**config.mk**
```make
export PLATFORM = sky130hd
export DESIGN_NAME = cle_ctrl
export DESIGN_NICKNAME = d
export VERILOG_FILES = /design/src/cle_pkg.sv /design/src/cle_ctrl.sv
export SDC_FILE = /design/constraint.sdc
export NUM_CORES = 1
export LEC_CHECK = 0
export BUFFER_PORTS_ARGS = -buffer_cell sky130_fd_sc_hd__buf_2
export CAP_MARGIN = 5
export CORE_AREA = 2 2 39 41
export CTS_CLUSTER_DIAMETER = 50
export DETAILED_ROUTE_END_ITERATION = 8
export DIE_AREA = 0 0 41 43
export GPL_TIMING_DRIVEN = 0
export HOLD_SLACK_MARGIN = 0.02
export PLACE_DENSITY = 0.73
export SLEW_MARGIN = 20
export SYNTH_ARGS = -nofsm -noshare
export SYNTH_HDL_FRONTEND = slang
export SYNTH_SLANG_ARGS = --single-unit
```
**constraint.sdc**
```tcl
create_clock -name i_clk -period 1.7 [get_ports i_clk]
set_clock_uncertainty 0.15 [all_clocks]
set_input_delay 0 -clock i_clk [delete_from_list [all_inputs] [get_ports i_clk]]
set_output_delay 0 -clock i_clk [all_outputs]
set_load 0.01 [all_outputs]
```
**src/cle_pkg.sv**
```systemverilog
// ----------------------------------------------------------------------------
// cle_pkg
// Shared types, constants and Q15 arithmetic helpers for the complex LMS
// equalizer.
// ----------------------------------------------------------------------------
package cle_pkg;

    localparam int unsigned TapsDefault = 16;
    localparam int unsigned CfgIdxW     = 1;
    localparam int unsigned CfgDataW    = 16;

    // register indexes
    localparam logic [CfgIdxW-1:0] REG_STEP_RE = 1'd0;
    localparam logic [CfgIdxW-1:0] REG_STEP_IM = 1'd1;

    typedef struct packed {
        logic signed [15:0] rx_re;
        logic signed [15:0] rx_im;
        logic signed [15:0] desired_re;
        logic signed [15:0] desired_im;
    } t_in_item;

    typedef struct packed {
        logic signed [15:0] y_re;
        logic signed [15:0] y_im;
        logic signed [15:0] err_re;
        logic signed [15:0] err_im;
    } t_out_item;

    // datapath operation selects
    typedef enum logic [2:0] {
        OP_IDLE,
        OP_SHIFT,
        OP_ACC_RE,
        OP_ACC_IM,
        OP_ERR,
        OP_STEPS,
        OP_UPD,
        OP_OUT
    } t_op;

    typedef struct packed {
        t_op  op;
    } t_dp_cmd;

    // saturating Q15 x Q15 -> Q31 product
    function automatic logic signed [31:0] fmul(input logic signed [15:0] a,
                                                input logic signed [15:0] b);
        logic signed [31:0] p;
        begin
            p = a * b;
            if (p == 32'sh4000_0000) fmul = 32'sh7fff_ffff;
            else fmul = {p[30:0], 1'b0};
        end
    endfunction

    function automatic logic signed [31:0] sat32(input logic signed [32:0] v);
        if (v > 33'sh0_7fff_ffff) sat32 = 32'sh7fff_ffff;
        else if (v < -33'sh0_8000_0000) sat32 = 32'sh8000_0000;
        else sat32 = v[31:0];
    endfunction

    function automatic logic signed [15:0] sat16(input logic signed [16:0] v);
        if (v > 17'sd32767) sat16 = 16'sh7fff;
        else if (v < -17'sd32768) sat16 = 16'sh8000;
        else sat16 = v[15:0];
    endfunction

    // Q31 -> Q15 rounded with saturation of the rounding carry
    function automatic logic signed [15:0] rnd15(input logic signed [31:0] acc);
        logic signed [31:0] s;
        begin
            s = sat32({acc[31], acc} + 33'sh0_0000_8000);
            rnd15 = s[31:16];
        end
    endfunction

endpackage

```
**src/cle_ctrl.sv**
```systemverilog
// ----------------------------------------------------------------------------
// cle_ctrl
// Sequencer: steps the datapath through shift, two accumulate passes,
// error, step products, the coefficient update pass and the result load.
// ----------------------------------------------------------------------------
module cle_ctrl #(
    parameter int unsigned TAPS = cle_pkg::TapsDefault
) (
    input  logic             i_clk,
    input  logic             i_rst_n,
    input  logic             i_in_valid,
    output logic             o_in_stall,
    output logic             o_out_valid,
    input  logic             i_out_stall,
    output logic [((TAPS > 1) ? $clog2(TAPS) : 1)-1:0] o_tap,
    output cle_pkg::t_dp_cmd o_cmd
);
    import cle_pkg::*;

    localparam int unsigned TapW = (TAPS > 1) ? $clog2(TAPS) : 1;
    localparam logic [TapW-1:0] LastTap = TapW'(TAPS - 1);

    localparam logic [2:0] S_IDLE  = 3'd0;
    localparam logic [2:0] S_ACCR  = 3'd1;
    localparam logic [2:0] S_ACCI  = 3'd2;
    localparam logic [2:0] S_ERR   = 3'd3;
    localparam logic [2:0] S_STEPS = 3'd4;
    localparam logic [2:0] S_UPD   = 3'd5;
    localparam logic [2:0] S_OUT   = 3'd6;

    logic [2:0]      r_state, n_state;
    logic [TapW-1:0] r_tap, n_tap;
    logic            r_ov, n_ov;
    logic            w_take;

    assign o_in_stall  = (r_state != S_IDLE);
    assign w_take      = i_in_valid && (r_state == S_IDLE);
    assign o_out_valid = r_ov;
    assign o_tap       = r_tap;

    // next state and datapath commands
    always_comb begin
        n_state = r_state;
        n_tap   = r_tap;
        n_ov    = r_ov && i_out_stall;
        o_cmd   = '{op: OP_IDLE};
        unique case (r_state)
            S_IDLE: begin
                if (w_take) begin
                    o_cmd   = '{op: OP_SHIFT};
                    n_state = S_ACCR;
                    n_tap   = '0;
                end
            end
            S_ACCR: begin
                o_cmd = '{op: OP_ACC_RE};
                n_tap = r_tap + 1'b1;
                if (r_tap == LastTap) begin
                    n_tap   = '0;
                    n_state = S_ACCI;
                end
            end
            S_ACCI: begin
                o_cmd = '{op: OP_ACC_IM};
                n_tap = r_tap + 1'b1;
                if (r_tap == LastTap) begin
                    n_tap   = '0;
                    n_state = S_ERR;
                end
            end
            S_ERR: begin
                o_cmd   = '{op: OP_ERR};
                n_state = S_STEPS;
            end
            S_STEPS: begin
                o_cmd   = '{op: OP_STEPS};
                n_state = S_UPD;
            end
            S_UPD: begin
                o_cmd = '{op: OP_UPD};
                n_tap = r_tap + 1'b1;
                if (r_tap == LastTap) begin
                    n_tap   = '0;
                    n_state = S_OUT;
                end
            end
            // load the result register once the previous result has left
            S_OUT: begin
                if (!r_ov) begin
                    o_cmd   = '{op: OP_OUT};
                    n_ov    = 1'b1;
                    n_state = S_IDLE;
                end
            end
            default: n_state = S_IDLE;
        endcase
    end

    // state registers
    always_ff @(posedge i_clk) begin
        if (!i_rst_n) begin
            r_state <= S_IDLE;
            r_tap   <= '0;
            r_ov    <= 1'b0;
        end else begin
            r_state <= n_state;
            r_tap   <= n_tap;
            r_ov    <= n_ov;
        end
    end

endmodule

```
# Yosys cells after proc, flatten, opt, wreduce, memory -nomap -nowiden

Index checks and enable logic that the tools add are counted.

Reductions and logical operators: 8
Multiplexer cells: 14
Equality and inequality tests: 12
$add $sub $neg: 1

Operators by type and width:

| kind                  | number |
|---|---|
| $pmux W3 S7           | 2 |
| $mux W3               | 6 |
| $ne A2 B2 Y1 const B  | 5 |
| $eq A3 B3 Y1 const B  | 3 |
| $mux W4               | 2 |
| $pmux W4 S2           | 1 |
| $eq A3 B2 Y1 const B  | 2 |
| $reduce_and A5 Y1     | 1 |
| $add A4 B1 Y4 const B | 1 |
| $eq A4 B4 Y1 const B  | 1 |
| $eq A3 B1 Y1 const B  | 1 |
| $logic_not A3 Y1      | 1 |
| $mux W1               | 3 |
| $reduce_bool A3 Y1    | 1 |
| $reduce_or A3 Y1      | 1 |
| $logic_and A1 B1 Y1   | 2 |
| $reduce_and A2 Y1     | 1 |
| $reduce_bool A2 Y1    | 1 |

Bits in registers: 8
Word-level logic and storage cells: 38
Input bits: 4
Output and inout port bits: 9

# Longest topological paths before layout

Gate-level depths: netlist of run 1.

Word-level depth: 4
Mapped depth: 4
Mapped depth without buffers: 4

# Worst setup path before layout of run 1

Ideal clock, no wire load.

Kind: register to register
Start point: register r_state[2]
End point: register r_state[0]
Path slack: 0.403 ns
Period minus slack after synthesis: 1.297 ns
Library setup time: 0.118 ns
Data required time: 1.432 ns
Buffers on the path: 1
Arrival time: 1.030 ns
Stages on the path, launching flop included: 4
Cell sequence: dfxtp_1 > buf_6 > or3_4 > o2111a_1

Word-level cells in the longest chain between the ends: 4
Elaborated cells between the ends (all ways): 15
Those cells by class: eq/ne: 11; mux: 1; reduce/logical: 3

Ends and longest elaborated chain:

| item                        | line                           | RTL |
|---|---|---|
| start, declared             | cle_ctrl.sv:31                 | `logic [2:0] r_state, n_state;` |
| start signal, assigned      | cle_ctrl.sv:106                | `r_state <= n_state;` |
| $logic_not A3 Y1            | cle_ctrl.sv:37, cle_ctrl.sv:47 |  |
| $logic_and A1 B1 Y1         | cle_ctrl.sv:37                 | `assign w_take = i_in_valid && (r_state == S_IDLE);` |
| $ne A2 B2 Y1 (no line)      | -                              |  |
| $reduce_and A5 Y1 (no line) | -                              |  |

Parallel ways exist; a longest one is shown, timed or not.
A chain may end at the register's enable or synchronous reset.

==> results of run 1 <==
state kept, by name (all words and copies together) (netlist names):
signal / flops
o_tap: 4
r_state: 3
o_out_valid: 1
metrics by stage:
stage	hold WS (ns)	power (W)	instance area, um^2	setup slack (ns)	utilization (%)
2_1_floorplan	0.00456	0.000239	532	0.403	-
3_3_place_gp	0.112	0.000256	607	0.367	43.9
3_5_place_dp	0.109	0.000258	607	0.343	43.9
4_1_cts	0.380	0.000413	659	0.129	47.6
5_1_grt	0.412	0.000429	659	0.0876	47.6
6_report	0.381	0.000409	659	0.132	47.6
final cells by class:
type | count | area share (%)
buffer | 5 | 5.88
clock buffer | 3 | 3.42
inverter | 4 | 2.66
multi-input combinational | 45 | 47.8
sequential | 8 | 24.3
tap | 16 | 3.04
timing repair buffer | 14 | 12.9
worst register-to-register path, delay by kind of cell (launching register included):
family / cells / cell delay, ns
compound gates: 2 / 0.35
fa+ha+maj: 1 / 0.31
flops: 1 / 0.42
simple gates: 1 / 0.10
routing by layer:
metal,vias up,share of wire [%],wire length (um),global-route usage [%]
li1,269,-,-,-
met1,243,46,543,18.3
met2,17,48,569,22.8
met3,6,3.4,41,3.14
met4,0,3.0,36,10.0
met5,-,0,0,0
cells by family after synthesis:
| logic type | after synthesis | synth area share (%) |
|---|---|---|
| AND/OR/NAND/NOR | 23 | 27.8 |
| AO/OA/AOI/OAI | 21 | 29.2 |
| flip-flops | 8 | 30.1 |
| adder cells (fa/ha/maj) | 1 | 2.35 |
| buffers and inverters | 9 | 10.6 |
timing repair:
item | in CTS | in global routing
hold endpoints to repair | 6 | 0
hold buffers | 3 | 0
setup endpoints to repair | 0 | 0
how the worst max path moves through the flow:
stage,from,cells past startpoint,end,slack [ns]
2_1_floorplan,r_state[2],3,r_state[0],0.40
3_3_place_gp,r_state[0],4,o_tap[1],0.37
3_5_place_dp,o_tap[0],4,r_state[0],0.34
4_1_cts,r_state[0],5,o_cmd[2],0.13
5_1_grt,r_state[0],5,o_cmd[2],0.09
6_report,r_state[0],5,o_cmd[2],0.13
cell usage in the layout (no fill, tap or decap), types with 2 or more instances in the layout:
cell / Yosys / final
o211ai_1: 3 / 3
nor2_1: 2 / 2
inv_1: 3 / 3
a22o_1: 2 / 2
nand3_1: 2 / 2
buf_2: 1 / 12
nand2_1: 4 / 4
dfxtp_1: 8 / 8
nor2b_1: 3 / 3
nor3_1: 3 / 3
o21ai_0: 5 / 5
o21a_1: 2 / 2
or3_4: 2 / 2
clkbuf_4: 0 / 3
dlygate4sd3_1: 0 / 3
buf_6: 2 / 2
power breakdown:
part | internal [W] | switching, W
logic | 0.0000301 | 0.0000315
registers | 0.000193 | 0.00000548
clock network | 0.0000810 | 0.0000683
total | 0.000304 | 0.000105
==> impl_metrics.csv, run 1 <==
group,metric,value,unit
run_status,status,"finished, final reports clean",
placed_design,hpwl,846,um
cts,clkLatencyLatePin,0.26,ns
layout,fill_cells,133,
yosys,synth.most_common_cell,"dfxtp_1",
flow_run,drv_cap,0,
sta,fin_tns_setup,0,ns
critical_path,end_kind,"output port",
yosys,synth_cell_types,34,
sta,hold_viol,0,
floorplan,rows,14,
detailed_routing,vias_per_cell,5.63,
yosys,postSynthRegisterBits,8,
power_and_ir_drop,p_per_area,620,nW/um^2
detailed_routing,drc_errors,0,
yosys,synth.cell_area,532,um^2
layout,final_net_count,86,
sta,post-route-period-util,92.2,%
yosys,async_reset_ff_share,0,%
placed_design,dp.cells,89,
sta,setup_violations,0,
cts,cts.sinks,8,
layout,finalNonFillerCells,95,
cts,cts-htree-levels,1,
cts,numCtsBuffers,3,
cts,clock_tree.buffer_depth,2,
critical_path,required,1.55,ns
detailed_routing,ant_nets,0,
critical_path,critPathSlowestCell,"dfxtp_1",
sta,max_freq,0.638,GHz
detailed_routing,wl_per_cell,12.5,um
worst_hold_path,hold-path-endpoint,"o_out_valid",
sta,rsz0062_at_grt,"no",
sta,slew_headroom,78.6,%
placed_design,place.gp.congestion,0.756,
floorplan,coreArea,1380,um^2
cts,cts-root-buf,"clkbuf_4",
worst_hold_path,whs_path_depth,4,
critical_path,r2r-start,"o_tap[0]",
critical_path,cp-start-kind,"register",
sta,worstMarginPinSlew,0.321,ns
layout,area_growth,24.0,%
detailed_routing,finalWirelength,1190,um
yosys,syn-instance-count,62,
yosys,synth_commonest_cells,"8 x dfxtp_1, 5 x o21ai_0, 4 x nand2_1",
cts,post_cts_buffers,0,
detailed_routing,first_pass_iters,4,
floorplan,io_pins,13,
critical_path,path_max_fanout,10,
power_and_ir_drop,ir_drop,237,uV
floorplan,fp.dieW,41,um
critical_path,cp_cell_sequence,"buf_2 -> inv_1 -> or3_4 -> nand2_1 -> buf_2",
critical_path,critical-path-max-stage-delay,0.33,ns
critical_path,critPathBufInv,3,
grt,grt_pass1_vias,440,
yosys,yosysWarningCount,0,
detailed_routing,first_iter_violations,14,
critical_path,r2r_cells,4,
yosys,synth_edf_count,0,
yosys,yosys.area.top_type_share,30.1,%
layout,regArea,160,um^2
grt,antenna_found_initial,0,
critical_path,crit_family,"buffers and inverters",
layout,multiInputGateArea,315,um^2
yosys,ys.flop_type,"dfxtp_1",
critical_path,crit_path_frequent_cell,"buf_2",
floorplan,dieArea,1760,um^2
power_and_ir_drop,power.leakage,0.288,nW
critical_path,r2r_end,"r_state[0]",
grt,grt_util_all_layers,15.2,%
sta,fin_crit,1.57,ns
cts,cts_tree,"built",
critical_path,r2r_slack,0.31,ns
yosys,ys_seq_area_share,30.1,%
placed_design,port_buffers,11,
cts,clk_pin_slew,0.06,ns
grt,grt_overflow,0,
worst_hold_path,hp-start,"i_out_stall",
detailed_routing,num_vias,535,
yosys,synthesis.nets,67,
floorplan,initial_core_util,38.4,%
floorplan,die_h,43,um
grt,grt_max_degree,11,
grt,grt_pass1_wl,1810,um
layout,num_antenna_cells,0,
yosys,synth.area.top_cells,"dfxtp_1 30%, o21ai_0 4.7%, buf_6 4.2%",
yosys,avgSynthCellArea,8.58,um^2
layout,drive_gt1_share,29.1,%
sta,maxSlewViolCount,0,
critical_path,criticalPathCategory,"reg2out",
yosys,yosysTopAreaCell,"dfxtp_1",
cts,cts-resized-gates,0,
critical_path,crit_arrival,1.42,ns
worst_hold_path,min_path_type,"in2reg",
(Power assumes the default switching activity.)
==> run 2: changes to the inputs <==
- ABC_CLOCK_PERIOD_IN_PS: default -> 1700
- CELL_PAD_IN_SITES_DETAIL_PLACEMENT: default -> 1
- CELL_PAD_IN_SITES_GLOBAL_PLACEMENT: default -> 1
- CORE_AREA: 2 2 39 41 -> default
- CORE_MARGIN: default -> 1
- CORE_UTILIZATION: default -> 36
- DIE_AREA: 0 0 41 43 -> default
- PLACE_DENSITY: 0.73 -> 0.84
==> run 2 against run 1 <==
Effect of this change:
- maximum frequency is 0.89% higher
- worst setup slack better by 0.014 ns
- clock power hardly changed
- sequential share of layout area hardly changed
- combinational power is 2% higher
- sequential cell count stayed put
- count of clock-buffer cells in the layout stayed put
- highest routed layer unchanged
==> impl_metrics.csv, run 2 (same netlist as run 1, synthesis figures left out) <==
group,metric,value,unit
grt,grt_pass1_vias,445,
layout,fill_cells,182,
sta,whs,0.400,ns
critical_path,end_kind,"output port",
sta,rsz0062_at_grt,"no",
critical_path,cp_cell_sequence,"buf_2 -> inv_1 -> or3_4 -> nand2_1 -> buf_2",
floorplan,dieArea,1630,um^2
sta,maxSlewViolCount,0,
sta,max_freq,0.643,GHz
critical_path,crit_start,"r_state[0]",
critical_path,crit_arrival,1.40,ns
cts,cts_tree,"built",
floorplan,initial_core_util,39.9,%
critical_path,r2r_slack,0.34,ns
critical_path,required,1.55,ns
detailed_routing,drc_errors,0,
sta,post-route-period-util,91.4,%
grt,grt_util_all_layers,18.0,%
floorplan,rows,13,
cts,clk_pin_slew,0.06,ns
power_and_ir_drop,power.leakage,0.288,nW
layout,drive_gt1_share,29.1,%
sta,fin_crit,1.55,ns
critical_path,critical-path-max-stage-delay,0.34,ns
cts,clkLatencyLatePin,0.25,ns
layout,regArea,160,um^2
placed_design,place.gp.congestion,0.717,
placed_design,dpl_cell_area,606,um^2
layout,layout_commonest_cell,"buf_2",
layout,utilization,49.3,%
cts,clock_tree.buffer_depth,2,
layout,num_antenna_cells,0,
floorplan,fp.dieW,40.4,um
critical_path,crit_path_frequent_cell,"buf_2",
critical_path,critical_path.endpoint,"o_cmd[2]",
detailed_routing,vias_per_cell,5.62,
worst_hold_path,min_path_type,"in2reg",
critical_path,r2r_cells,4,
sta,hold_viol,0,
critical_path,r2r_end,"r_state[0]",
grt,grt_overflow,0,
critical_path,r2r-start,"o_tap[0]",
grt,grt_max_degree,11,
flow_run,drv_cap,0,
grt,grt_pass1_wl,1870,um
floorplan,io_pins,13,
detailed_routing,first_iter_violations,3,
detailed_routing,finalWirelength,1220,um
critical_path,path_max_fanout,10,
sta,worstMarginPinSlew,0.321,ns
layout,largest_register_ffs,4,
sta,setup_violations,0,
sta,slew_headroom,78.5,%
grt,antenna_found_initial,0,
sta,fin_tns_setup,0,ns
layout,multiInputGateArea,315,um^2
power_and_ir_drop,ir_drop,341,uV
cts,numCtsBuffers,3,
layout,mostFrequentLayoutCells,"12 x buf_2, 8 x dfxtp_1, 5 x o21ai_0",
floorplan,coreArea,1330,um^2
cts,cts-htree-levels,1,
cts,cts.sinks,8,
detailed_routing,wl_per_cell,13.0,um
cts,cts-root-buf,"clkbuf_4",
layout,final_net_count,86,
detailed_routing,num_vias,528,
detailed_routing,ant_nets,0,
run_status,status,"finished, final reports clean",
power_and_ir_drop,p_per_area,617,nW/um^2
critical_path,critPathBufInv,3,
critical_path,path_depth,5,
critical_path,critPathSlowestCell,"or3_4",
critical_path,criticalPathCategory,"reg2out",
detailed_routing,first_pass_iters,2,
layout,area_growth,23.8,%
layout,fin_area,658,um^2
critical_path,crit_family,"buffers and inverters",
critical_path,cp-start-kind,"register",
placed_design,hpwl,910,um
placed_design,port_buffers,11,
floorplan,die_h,40.4,um
==> run 2: repair_timing <==
| item | in CTS | in global routing |
|---|---|---|
| setup buffers | 0 | 0 |
| resized for setup | 0 | 0 |
| hold endpoints to repair | 6 | 0 |
| setup endpoints to repair | 0 | 0 |
| hold buffers | 3 | 0 |
==> run 2: worst min-delay path, stage by stage <==
cell and delay [ns]:
dlygate4sd3_1 0.52, buf_2 0.10, a32oi_1 0.05, nor2b_1 0.09
==> run 2: worst min path at each step <==
stage                     slack (ns)        start  cells past startpoint           to
after global routing            0.43  i_out_stall                      4  o_out_valid
after CTS                       0.40  i_out_stall                      4  o_out_valid
after detailed placement        0.11  i_out_stall                      3  o_out_valid
after floorplan                0.005  i_out_stall                      2  o_out_valid
after global placement          0.11  i_out_stall                      3  o_out_valid
final                           0.40  i_out_stall                      4  o_out_valid
==> run 2: final cells by class <==
class / count / area share [%]
timing repair buffer: 14 / 12.9
clock buffer: 3 / 3.42
inverter: 4 / 2.66
tap: 15 / 2.85
multi-input combinational: 45 / 47.9
sequential: 8 / 24.3
buffer: 5 / 5.89
==> run 2: report_power, final <==
group | leakage, nW | internal, W | total, W | switching [W]
Combinational | 0.209 | 0.0000302 | 0.0000626 | 0.0000324
Clock | 0.0138 | 0.0000808 | 0.000146 | 0.0000651
Sequential | 0.0650 | 0.000193 | 0.000197 | 0.00000464
==> run 2: metal layers <==
layer  global-route usage [%]  part of all wire (%)  up-vias
met2                     25.8                    44        8
met4                     10.0                   2.1        0
met1                     23.8                    51      248
li1                         -                     -      268
met5                        0                     0        -
met3                     5.00                   3.0        4
==> run 2: metrics by stage <==
stage | power (W) | instances | setup slack [ns]
final | 0.000406 | 94 | 0.146
after global routing | 0.000429 | 94 | 0.0559
after CTS | 0.000410 | 94 | 0.135
after detailed placement | 0.000259 | 88 | 0.351
after global placement | 0.000257 | 88 | 0.362
after floorplan | 0.000239 | 62 | 0.403
